$ cat src/design/kcc_pkg.sv
`timescale 1ns / 1ps
`default_nettype none

package kcc_pkg;

	// Number of keys scanned in each tick.
	localparam int NUM_KEYS   = 4;
	// Width of the per-key press timer.
	localparam int TIMER_BITS = 8;
	// Width of the key_levels field and of each event field.
	localparam int LEVEL_BITS = 4;
	// Width of each configuration register.
	localparam int CFG_BITS   = 8;
	// Width of the configuration register index.
	localparam int CFG_IDX_BITS = 2;
	// Width at which the timer is compared against the thresholds.
	localparam int CMP_BITS   = (TIMER_BITS > CFG_BITS) ? TIMER_BITS : CFG_BITS;

	localparam logic [TIMER_BITS-1:0] TIMER_MAX = {TIMER_BITS{1'b1}};

	// Configuration register indexes.
	localparam logic [CFG_IDX_BITS-1:0] CFG_DEBOUNCE = 2'd0;
	localparam logic [CFG_IDX_BITS-1:0] CFG_WINDOW   = 2'd1;
	localparam logic [CFG_IDX_BITS-1:0] CFG_LONG     = 2'd2;
	localparam logic [CFG_IDX_BITS-1:0] CFG_SINGLE   = 2'd3;

	// Reset values of the configuration registers.
	localparam logic [CFG_BITS-1:0] DEBOUNCE_RST = 8'd2;
	localparam logic [CFG_BITS-1:0] WINDOW_RST   = 8'd50;
	localparam logic [CFG_BITS-1:0] LONG_RST     = 8'd100;
	localparam logic [CFG_BITS-1:0] SINGLE_RST   = 8'd30;

	typedef enum logic [2:0] {
		PH_IDLE     = 3'd0,
		PH_DEBOUNCE = 3'd1,
		PH_HELD     = 3'd2,
		PH_WAIT2    = 3'd3,
		PH_RELEASE  = 3'd4
	} phase_t;

	typedef struct packed {
		logic [CFG_BITS-1:0] debounce_ticks;
		logic [CFG_BITS-1:0] click_window;
		logic [CFG_BITS-1:0] long_ticks;
		logic [CFG_BITS-1:0] single_timeout;
	} cfg_t;

	typedef struct packed {
		logic sgl;
		logic dbl;
		logic lng;
	} key_ev_t;

endpackage

`default_nettype wire

$ cat src/design/kcc_key.sv
`timescale 1ns / 1ps
`default_nettype none

module kcc_key (
	input  wire logic          clk,
	input  wire logic          arst_n,
	input  wire logic          step,
	input  wire logic          pressed,
	input  wire kcc_pkg::cfg_t cfg,
	output kcc_pkg::key_ev_t   ev
);
	import kcc_pkg::*;

	phase_t                phase_q, phase_d;
	logic [TIMER_BITS-1:0] timer_q, timer_d;
	logic                  run_q, run_d;
	logic [CMP_BITS-1:0]   t_cmp, deb_cmp, win_cmp, long_cmp, sgl_cmp;
	logic                  below_window, above_long;

	// The timer advances first; the phase logic then sees the new count.
	always_comb begin
		if (!run_q) begin
			timer_d = '0;
		end else if (timer_q == TIMER_MAX) begin
			timer_d = timer_q;
		end else begin
			timer_d = timer_q + 1'b1;
		end
	end

	assign t_cmp    = CMP_BITS'(timer_d);
	assign deb_cmp  = CMP_BITS'(cfg.debounce_ticks);
	assign win_cmp  = CMP_BITS'(cfg.click_window);
	assign long_cmp = CMP_BITS'(cfg.long_ticks);
	assign sgl_cmp  = CMP_BITS'(cfg.single_timeout);

	assign below_window = t_cmp < win_cmp;
	assign above_long   = t_cmp > long_cmp;

	// Next phase.
	always_comb begin
		phase_d = phase_q;
		unique case (phase_q)
			PH_IDLE: begin
				if (pressed) phase_d = PH_DEBOUNCE;
			end
			PH_DEBOUNCE: begin
				if (pressed && t_cmp > deb_cmp) phase_d = PH_HELD;
			end
			PH_HELD: begin
				// A long press wins when both thresholds are met.
				if (!pressed) begin
					if (above_long) begin
						phase_d = PH_IDLE;
					end else if (below_window) begin
						phase_d = PH_WAIT2;
					end
				end
			end
			PH_WAIT2: begin
				if (pressed && below_window) begin
					phase_d = PH_RELEASE;
				end else if (!pressed && t_cmp >= sgl_cmp) begin
					phase_d = PH_RELEASE;
				end
			end
			PH_RELEASE: begin
				if (!pressed) phase_d = PH_IDLE;
			end
			default: phase_d = PH_IDLE;
		endcase
	end

	// Events and timer control.
	always_comb begin
		ev    = '0;
		run_d = run_q;
		unique case (phase_q)
			PH_IDLE: begin
				if (pressed) run_d = 1'b1;
			end
			PH_DEBOUNCE: ;
			PH_HELD: begin
				if (!pressed && above_long) begin
					run_d  = 1'b0;
					ev.lng = 1'b1;
				end
			end
			PH_WAIT2: begin
				if (pressed && below_window) begin
					run_d  = 1'b0;
					ev.dbl = 1'b1;
				end else if (!pressed && t_cmp >= sgl_cmp) begin
					run_d  = 1'b0;
					ev.sgl = 1'b1;
				end
			end
			PH_RELEASE: ;
			default: ;
		endcase
	end

	always_ff @(posedge clk or negedge arst_n) begin
		if (!arst_n) begin
			phase_q <= PH_IDLE;
			run_q   <= 1'b0;
			timer_q <= '0;
		end else if (step) begin
			phase_q <= phase_d;
			run_q   <= run_d;
			timer_q <= timer_d;
		end
	end

endmodule

`default_nettype wire

$ cat src/design/key_click_classifier.sv
`timescale 1ns / 1ps
`default_nettype none

// Key click classifier. Every input beat is one scan tick carrying the raw
// active-low levels of four keys (0 pressed, 1 released). Each key runs its own
// debounce and timing state machine and reports a single click, a double click
// or a long press; every tick yields exactly one output beat holding the event
// bits of all keys. The block takes one tick per clock cycle while in_ready is
// high: all key state machines update in the cycle a tick is accepted, and its
// events are registered into the output buffer. This two-entry buffer lets the
// block take a further tick while a finished result is still waiting, so
// in_ready drops only when both entries are held. Thresholds live in four 8-bit
// registers written through the configuration channel (index 0 debounce_ticks,
// 1 click_window, 2 long_ticks, 3 single_timeout), which always accepts; write
// them only while the block is idle. The press timer saturates at its top.
module key_click_classifier (
	input  wire logic                            clk,
	input  wire logic                            arst_n,

	input  wire logic                            in_valid,
	output logic                                 in_ready,
	input  wire logic [kcc_pkg::LEVEL_BITS-1:0]  key_levels,

	output logic                                 out_valid,
	input  wire logic                            out_ready,
	output logic [kcc_pkg::LEVEL_BITS-1:0]       single_events,
	output logic [kcc_pkg::LEVEL_BITS-1:0]       double_events,
	output logic [kcc_pkg::LEVEL_BITS-1:0]       long_events,

	input  wire logic                            cfg_valid,
	output logic                                 cfg_ready,
	input  wire logic [kcc_pkg::CFG_IDX_BITS-1:0] cfg_index,
	input  wire logic [kcc_pkg::CFG_BITS-1:0]    cfg_data
);
	import kcc_pkg::*;

	// Configuration registers.
	cfg_t cfg_q;

	assign cfg_ready = 1'b1;

	always_ff @(posedge clk or negedge arst_n) begin
		if (!arst_n) begin
			cfg_q.debounce_ticks <= DEBOUNCE_RST;
			cfg_q.click_window   <= WINDOW_RST;
			cfg_q.long_ticks     <= LONG_RST;
			cfg_q.single_timeout <= SINGLE_RST;
		end else if (cfg_valid && cfg_ready) begin
			unique case (cfg_index)
				CFG_DEBOUNCE: cfg_q.debounce_ticks <= cfg_data;
				CFG_WINDOW:   cfg_q.click_window   <= cfg_data;
				CFG_LONG:     cfg_q.long_ticks     <= cfg_data;
				CFG_SINGLE:   cfg_q.single_timeout <= cfg_data;
				default: ;
			endcase
		end
	end

	// A tick is taken whenever the skid entry is free.
	logic step;
	assign step = in_valid && in_ready;

	// Per-key state machines. Keys without a level bit read as pressed.
	key_ev_t                   key_ev [NUM_KEYS];
	logic [LEVEL_BITS-1:0]     sgl_now, dbl_now, lng_now;

	for (genvar k = 0; k < NUM_KEYS; k++) begin : g_key
		logic pressed;
		if (k < LEVEL_BITS) begin : g_lvl
			assign pressed = !key_levels[k];
		end else begin : g_nolvl
			assign pressed = 1'b1;
		end

		kcc_key u_key (
			.clk     (clk),
			.arst_n  (arst_n),
			.step    (step),
			.pressed (pressed),
			.cfg     (cfg_q),
			.ev      (key_ev[k])
		);
	end

	// Gather the event bits that fit the output fields; later keys drop out.
	always_comb begin
		sgl_now = '0;
		dbl_now = '0;
		lng_now = '0;
		for (int k = 0; k < NUM_KEYS; k++) begin
			if (k < LEVEL_BITS) begin
				sgl_now[k] = key_ev[k].sgl;
				dbl_now[k] = key_ev[k].dbl;
				lng_now[k] = key_ev[k].lng;
			end
		end
	end

	// Output register with a skid entry behind it.
	logic                  out_valid_q, skid_valid_q;
	logic [LEVEL_BITS-1:0] out_sgl_q, out_dbl_q, out_lng_q;
	logic [LEVEL_BITS-1:0] skid_sgl_q, skid_dbl_q, skid_lng_q;
	logic                  out_free;

	assign in_ready      = !skid_valid_q;
	assign out_valid     = out_valid_q;
	assign single_events = out_sgl_q;
	assign double_events = out_dbl_q;
	assign long_events   = out_lng_q;
	assign out_free      = !out_valid_q || out_ready;

	always_ff @(posedge clk or negedge arst_n) begin
		if (!arst_n) begin
			out_valid_q  <= 1'b0;
			skid_valid_q <= 1'b0;
		end else begin
			if (out_free) begin
				// The skid entry, when held, is older than any new beat.
				out_valid_q  <= skid_valid_q || step;
				skid_valid_q <= 1'b0;
			end else if (step) begin
				skid_valid_q <= 1'b1;
			end
		end
	end

	always_ff @(posedge clk) begin
		if (out_free) begin
			if (skid_valid_q) begin
				out_sgl_q <= skid_sgl_q;
				out_dbl_q <= skid_dbl_q;
				out_lng_q <= skid_lng_q;
			end else if (step) begin
				out_sgl_q <= sgl_now;
				out_dbl_q <= dbl_now;
				out_lng_q <= lng_now;
			end
		end else if (step) begin
			skid_sgl_q <= sgl_now;
			skid_dbl_q <= dbl_now;
			skid_lng_q <= lng_now;
		end
	end

endmodule

`default_nettype wire
$ cat config.mk
export PLATFORM = sky130hd
export DESIGN_NAME = key_click_classifier
export DESIGN_NICKNAME = d
export VERILOG_FILES = /design/src/design/kcc_pkg.sv /design/src/design/kcc_key.sv /design/src/design/key_click_classifier.sv
export SDC_FILE = /design/constraint.sdc
export NUM_CORES = 1
export LEC_CHECK = 0
export BUFFER_PORTS_ARGS = -buffer_cell sky130_fd_sc_hd__buf_2
export CAP_MARGIN = 20
export CORE_MARGIN = 5
export CORE_UTILIZATION = 50
export DETAILED_ROUTE_END_ITERATION = 8
export GPL_TIMING_DRIVEN = 0
export PLACE_DENSITY_LB_ADDON = 0.25
export SLEW_MARGIN = 0
export SYNTH_ARGS = -nofsm -noshare
export SYNTH_HDL_FRONTEND = slang
export SYNTH_SLANG_ARGS = --single-unit
$ cat constraint.sdc
create_clock -name clk -period 2.95 [get_ports clk]
set_input_delay 0.295 -clock clk [delete_from_list [all_inputs] [get_ports clk]]
set_output_delay 0.295 -clock clk [all_outputs]
set_load 0.005 [all_outputs]
After elaboration in Yosys (flattened, before gate mapping)
Index checks and enable logic that the tools add are counted.
- add/sub/neg operators: 4
- magnitude comparators: 16
- equal/unequal tests: 51
- mux-type cells: 96
- bitwise logic cells: 1
- reductions and logical operators: 50
- operators by type and width (cell ; number):
    $mux 3 ; 32
    $gt 8x8->1 ; 8
    $mux 8 ; 8
    $pmux 3 s5 ; 4
    $mux 1 ; 38
    $add 8x1->8 const B ; 4
    $eq 8x8->1 const B ; 4
    $ge 8x8->1 ; 4
    $lt 8x8->1 ; 4
    $reduce_and 7->1 ; 4
    $eq 3x2->1 const B ; 8
    $mux 4 ; 6
    $ne 2x2->1 const B ; 12
    $ne 3x1->1 const B ; 8
    $reduce_and 5->1 ; 4
    $logic_and 1x1->1 ; 17
    $ne 2x1->1 const B ; 8
    $eq 3x1->1 const B ; 4
    $eq 3x3->1 const B ; 4
    $logic_not 3->1 ; 4
    $pmux 1 s3 ; 4
    $reduce_and 2->1 ; 6
    $reduce_bool 3->1 ; 4
    $mux 2 ; 4
    other kinds (7) ; 15
- register bits after elaboration: 106
- input bits: 19
- output and inout port bits: 15
- word-level logic and storage cells: 242

Depth between registers and ports, before layout
- depth after elaboration: 10
- mapped depth: 13
- gate-level depth less buffers: 13

Cells and area by module
A second synthesis with hierarchy kept.
- cells, all modules: 919
- area, all modules: 8704.6 µm²
- modules (own cells, without submodules) (module ; times used ; cells an instance ; area each (µm²)):
    key_click_classifier ; 1 ; 122 ; 2210.9
    kcc_key (g_key[1].u_key) ; 1 ; 208 ; 1679.1
    kcc_key (g_key[3].u_key) ; 1 ; 186 ; 1610.3
    kcc_key (g_key[2].u_key) ; 1 ; 193 ; 1602.8
    kcc_key (g_key[0].u_key) ; 1 ; 210 ; 1601.5

Least setup slack after synthesis
No wires, ideal clock.
- path type: register to register
- start: register g_key[0].u_key.timer_q[0]
- end: register g_key[0].u_key.phase_q[2]
- data arrival time: 3078 ps
- setup slack: -253 ps
- cell stages (with the launch flop): 13
- buffers on the path: 0
- cells stage by stage: dfrtp_1 ha_1 nand3_1 nor2_1 o21a_1 ha_1 a21o_1 a21o_1 a211o_1 a211o_1 o211ai_2 o311a_2 mux2_4
- cells in the longest elaborated chain, start to end: 7
- elaborated cells on any way between the ends: 19
- classes of those cells: add/sub (1); order compare (4); eq/ne (4); mux (6); reduce/logical (4)
- ends and longest elaborated chain (what ; RTL line ; text):
    from (decl) ; kcc_key.sv:15 ; logic [TIMER_BITS-1:0] timer_q, timer_d;
    from (signal assigned) ; kcc_key.sv:111 ; timer_q <= timer_d;
    $add 8x1->8 / $eq 8x8->1 (equally long branches) ; kcc_key.sv:27, kcc_key.sv:24 ;
    $mux 8 (*) ; kcc_key.sv:24 ; end else if (timer_q == TIMER_MAX) begin
    $mux 8 (*) ; kcc_key.sv:22 ; if (!run_q) begin
    named net g_key[0].u_key.t_cmp[5] ; kcc_key.sv:17 ; logic [CMP_BITS-1:0] t_cmp, deb_cmp, win_cmp, long_cmp, sgl_cmp;
    $gt 8x8->1, or another cell as far along ; kcc_key.sv:38 ; assign above_long = t_cmp > long_cmp;
    $mux 3, or another cell as far along ; kcc_key.sv:53 ; if (above_long) begin
    $mux 3, or another cell as far along ; kcc_key.sv:52 ; if (!pressed) begin
    $pmux 3 s5 / $reduce_and 7->1 (equally long branches) ; - ;
    to (signal assigned) ; kcc_key.sv:109 ; phase_q <= phase_d;
    to (decl) ; kcc_key.sv:14 ; phase_t phase_q, phase_d;
Mark *: on every way through the listed nets, which the timed path passes. The rest lies on a longest branch. The select of a mux whose other input is x is not followed.
A chain may end at the register's enable or synchronous reset.

Worst setup path after layout
- start: register g_key[1].u_key.timer_q[6]
- end: register g_key[1].u_key.phase_q[2]
- cells in the longest elaborated chain, start to end: 7
- elaborated cells on any way between the ends: 19
- classes of those cells: add/sub (1); order compare (4); eq/ne (4); mux (6); reduce/logical (4)
- ends and longest elaborated chain (what ; RTL line):
    from (decl) ; kcc_key.sv:15
    from (signal assigned) ; kcc_key.sv:111
    $eq 8x8->1 (*) ; kcc_key.sv:24
    $mux 8 (*) ; kcc_key.sv:24
    $mux 8 (*) ; kcc_key.sv:22
    named net g_key[1].u_key.t_cmp[1] ; kcc_key.sv:17
    $gt 8x8->1, or another cell as far along ; kcc_key.sv:38
    $mux 3, or another cell as far along ; kcc_key.sv:53
    $mux 3, or another cell as far along ; kcc_key.sv:52
    $pmux 3 s5 / $reduce_and 7->1 (equally long branches) ; -
    to (signal assigned) ; kcc_key.sv:109
    to (decl) ; kcc_key.sv:14
Marked as above.

==> impl_metrics.tcl <==
set metrics [dict create \
    final_cell_mix "ha_1 (102), buf_4 (79), mux2_2 (59)" \
    area_growth_pct 32.1 \
    timing.final.ws_setup_ps -357 \
    worst_slew_pin_slew_ps 1000 \
    peakVddDrop_mv 0.638 \
    dr.pass1.iters 5 \
    power_frac_clock_pct 14.4 \
    drv_cap 0 \
    synth-simple-area-share_pct 13.5 \
    min_from "cfg_data[1]" \
    clock_skew_ps 7.52 \
    grt_use_met2_pct 37.5 \
    clockRootBuffer "clkbuf_16" \
    seq_area_frac_synth_pct 34.0 \
    hold_viol_final 0 \
    p_leak_uw 0.00481 \
    grt_pass1_vias 6586 \
    yosysTopAreaCell "dfrtp_1" \
    share_seq_of_total_power_pct 24.8 \
    path_class "reg -> reg" \
    synthCells 803 \
    critPathSlowestCell "o311ai_0" \
    crit_cells 12 \
    yosys_warnings 0 \
    num_antenna_cells 0 \
    status "finished, violations left" \
    num_io_pins 34 \
    cts_tree "built" \
    die_h_um 138 \
    gp_congestion 0.915 \
    critPathLaunchType "flop" \
    layout.cells.most_common "ha_1" \
    drv_slew 0 \
    required_ps 3210 \
    finalSetupTns_ps -2340 \
    synth_top_family_by_area "adder cells" \
    final_area_um2 10800 \
    clk_latency_ps 370 \
    dieArea_um2 19100 \
    finalCritPeriodShare_pct 112 \
    setup_viol 17 \
    routed-via-count 7109 \
    min_to "cfg_q[25]$_DFFE_PN1P_" \
    drt_iter0_drc 509 \
    r2r_cells 12 \
    synthArstFlopShare_pct 77.4 \
    crit_family "compound AO/OA/AOI/OAI gates" \
    die_width_um 138 \
    drive_gt1_share_pct 42.0 \
    cp.arrival_ps 3560 \
    fmax_mhz 302 \
    post-dp-hpwl_mm 15.4 \
    synth_top_area_share_pct 21.7 \
    cts_max_level 3 \
    via_per_inst 6.17 \
    synth-xor-area-share_pct 2.03 \
    cts_made_buffers 9 \
    start_util_pct 51.2 \
    grt_antenna_before_repair 0 \
    synth_cell_types 73 \
    busiest_layer "met2" \
    top_regs "cfg_q: 32 flops, g_key.u_key.timer_q: 32 flops, g_key.u_key.phase_q: 12 flops" \
    r2r_start "g_key[1].u_key.timer_q[6]$_DFFE_PN0P_" \
    wl_per_cell_um 21.0 \
    synthAdderAreaFrac_pct 19.5 \
    cp_slowest_stage_delay_ps 500 \
    crit_chain "nand4_1 -> nor2_4 -> buf_6 -> mux2i_4 -> nor2b_4 -> ha_1 -> a21oi_1 -> o22ai_1 -> nor3b_1 -> o311ai_0 -> o311a_4 -> mux2_4" \
    routed_wl_mm 24.2 \
    synth.avg_cell_area_um2 10.2 \
    met3_usage_pct 4.17 \
    clock-sinks 106 \
    cts_buffer_depth 2 \
    worst_r2r_endpoint "g_key[1].u_key.phase_q[2]$_DFFE_PN0P_" \
    worstHoldPathType "in -> reg" \
    stdcell_count 1153 \
    hold_depth 3 \
    period_minus_slack_ps 3310 \
    synthesis.nets 950 \
    power_density_nw_per_um2 839 \
    endpoint_kind "flop" \
    grt_overflow 0 \
    synth_edf_count 24 \
    rrSetupSlack_ps -360 \
    grt_usage_pct 23.6 \
    grt_pass1_wl_mm 35.8 \
    relSlewSlack_pct 33.0 \
    violations "setup timing" \
    switchingPower_uw 3940 \
    worstPathMaxFanout 5 \
    crit_buf_inv 1 \
    cellInternalPower_uw 5140 \
    p_sw_share_pct 43.4 \
    postRouteAntennaNets 0 \
    synthMuxAreaShare_pct 10.3 \
    synthFlopType "dfrtp_1" \
    synth_seq_cells 106 \
    globalRouteMet1Util_pct 32.0 \
    coreArea_um2 16000 \
    clk_pin_slew_ps 80 \
    row_count 46 \
    drc 0 \
    synth_compound_area_share_pct 17.4 \
    synth_area_um2 8200 \
    dpl_cell_area_um2 8860 \
    pwr-share-comb_pct 60.8 \
    rsz0062_at_grt "yes" \
    io_buffers 31 \
    final_nets 1079 \
    dp_cells 1051 \
    synth_area_leaders "dfrtp_1 (22%), ha_1 (20%), edfxtp_1 (8.8%)" \
    grt_max_degree 44 \
]
-- worst min-delay path, cell delays in order --
cell     delay [ps]
buf_2           120
nand2_1          50
o21ai_0          70
-- cells by family after synthesis --
kind of cell,count (synthesis)
simple gates,214
compound gates,192
fa+ha+maj,128
flops,106
mux,75
buf+inv,68
xor+xnor,19
other cells,1
-- repair_timing --
action | 4_1_cts | 5_1_grt
endpoints found under the setup margin | 30 | 28
pin swaps | 51 | 60
resized for setup | 93 | 100
hold buffers | 1 | 0
hold endpoints to repair | 35 | 0
setup buffers | 56 | 32
-- per-layer routing --
| metal | wire length [um] | vias up |
|---|---|---|
| met1 | 10400 | 3482 |
| met3 | 1470 | 72 |
| li1 | - | 3296 |
| met5 | 0 | - |
| met2 | 11300 | 259 |
| met4 | 1070 | 0 |
-- power by group through the flow --
stage | clock network [uW] | registers [uW] | logic (uW)
2_1_floorplan | 0 | 2120 | 2990
3_3_place_gp | 0 | 2200 | 3800
3_5_place_dp | 0 | 2210 | 3910
4_1_cts | 1330 | 2200 | 4610
5_1_grt | 1390 | 2300 | 6040
6_report | 1310 | 2250 | 5520
-- worst max path at each step --
stage,start,to
after global routing,g_key[1].u_key.timer_q[7]$_DFFE_PN0P_,g_key[1].u_key.phase_q[2]$_DFFE_PN0P_
after detailed placement,g_key[3].u_key.timer_q[0]$_DFFE_PN0P_,g_key[3].u_key.run_q$_DFFE_PN0P_
after global placement,g_key[3].u_key.timer_q[0]$_DFFE_PN0P_,g_key[3].u_key.run_q$_DFFE_PN0P_
final,g_key[1].u_key.timer_q[6]$_DFFE_PN0P_,g_key[1].u_key.phase_q[2]$_DFFE_PN0P_
after floorplan,g_key[0].u_key.timer_q[4]$_DFFE_PN0P_,g_key[0].u_key.phase_q[2]$_DFFE_PN0P_
after CTS,g_key[0].u_key.timer_q[0]$_DFFE_PN0P_,g_key[0].u_key.phase_q[2]$_DFFE_PN0P_
-- stage by stage --
stage | power, uW | hold slack, ps | utilization (%) | worst slack, ps
5_1_grt | 9740 | 190 | 67.7 | -497
3_3_place_gp | 6000 | 485 | 55.2 | -523
2_1_floorplan | 5120 | -0.591 | - | -35.3
3_5_place_dp | 6120 | 329 | 55.4 | -539
4_1_cts | 8140 | 169 | 62.7 | -148
6_report | 9080 | 177 | 67.7 | -357
-- synth_stat cells, types with 6 or more instances --
library cell,number
edfxtp_1,24
ha_1,128
o21ai_0,34
nand2b_1,9
dfstp_2,11
mux2i_1,9
nand3_1,32
o31ai_1,8
nor2_1,46
a21oi_1,23
xor2_1,8
and3_1,16
nand2_1,42
nor3_1,13
a31oi_1,13
dfrtp_1,71
a21o_1,20
nand4_1,15
xnor2_1,11
o21a_1,25
mux2_2,63
nor2b_1,13
clkbuf_1,12
inv_1,51
a211o_1,6
-- cell type report --
class | count | area (um2)
multi-input combinational | 629 | 6280
buffer | 15 | 63.8
sequential | 106 | 2810
inverter | 51 | 191
fill | 1184 | 5170
clock buffer | 12 | 289
tap | 216 | 270
clock inverter | 4 | 36.3
timing repair buffer | 120 | 878
(Power assumes the default switching activity.)
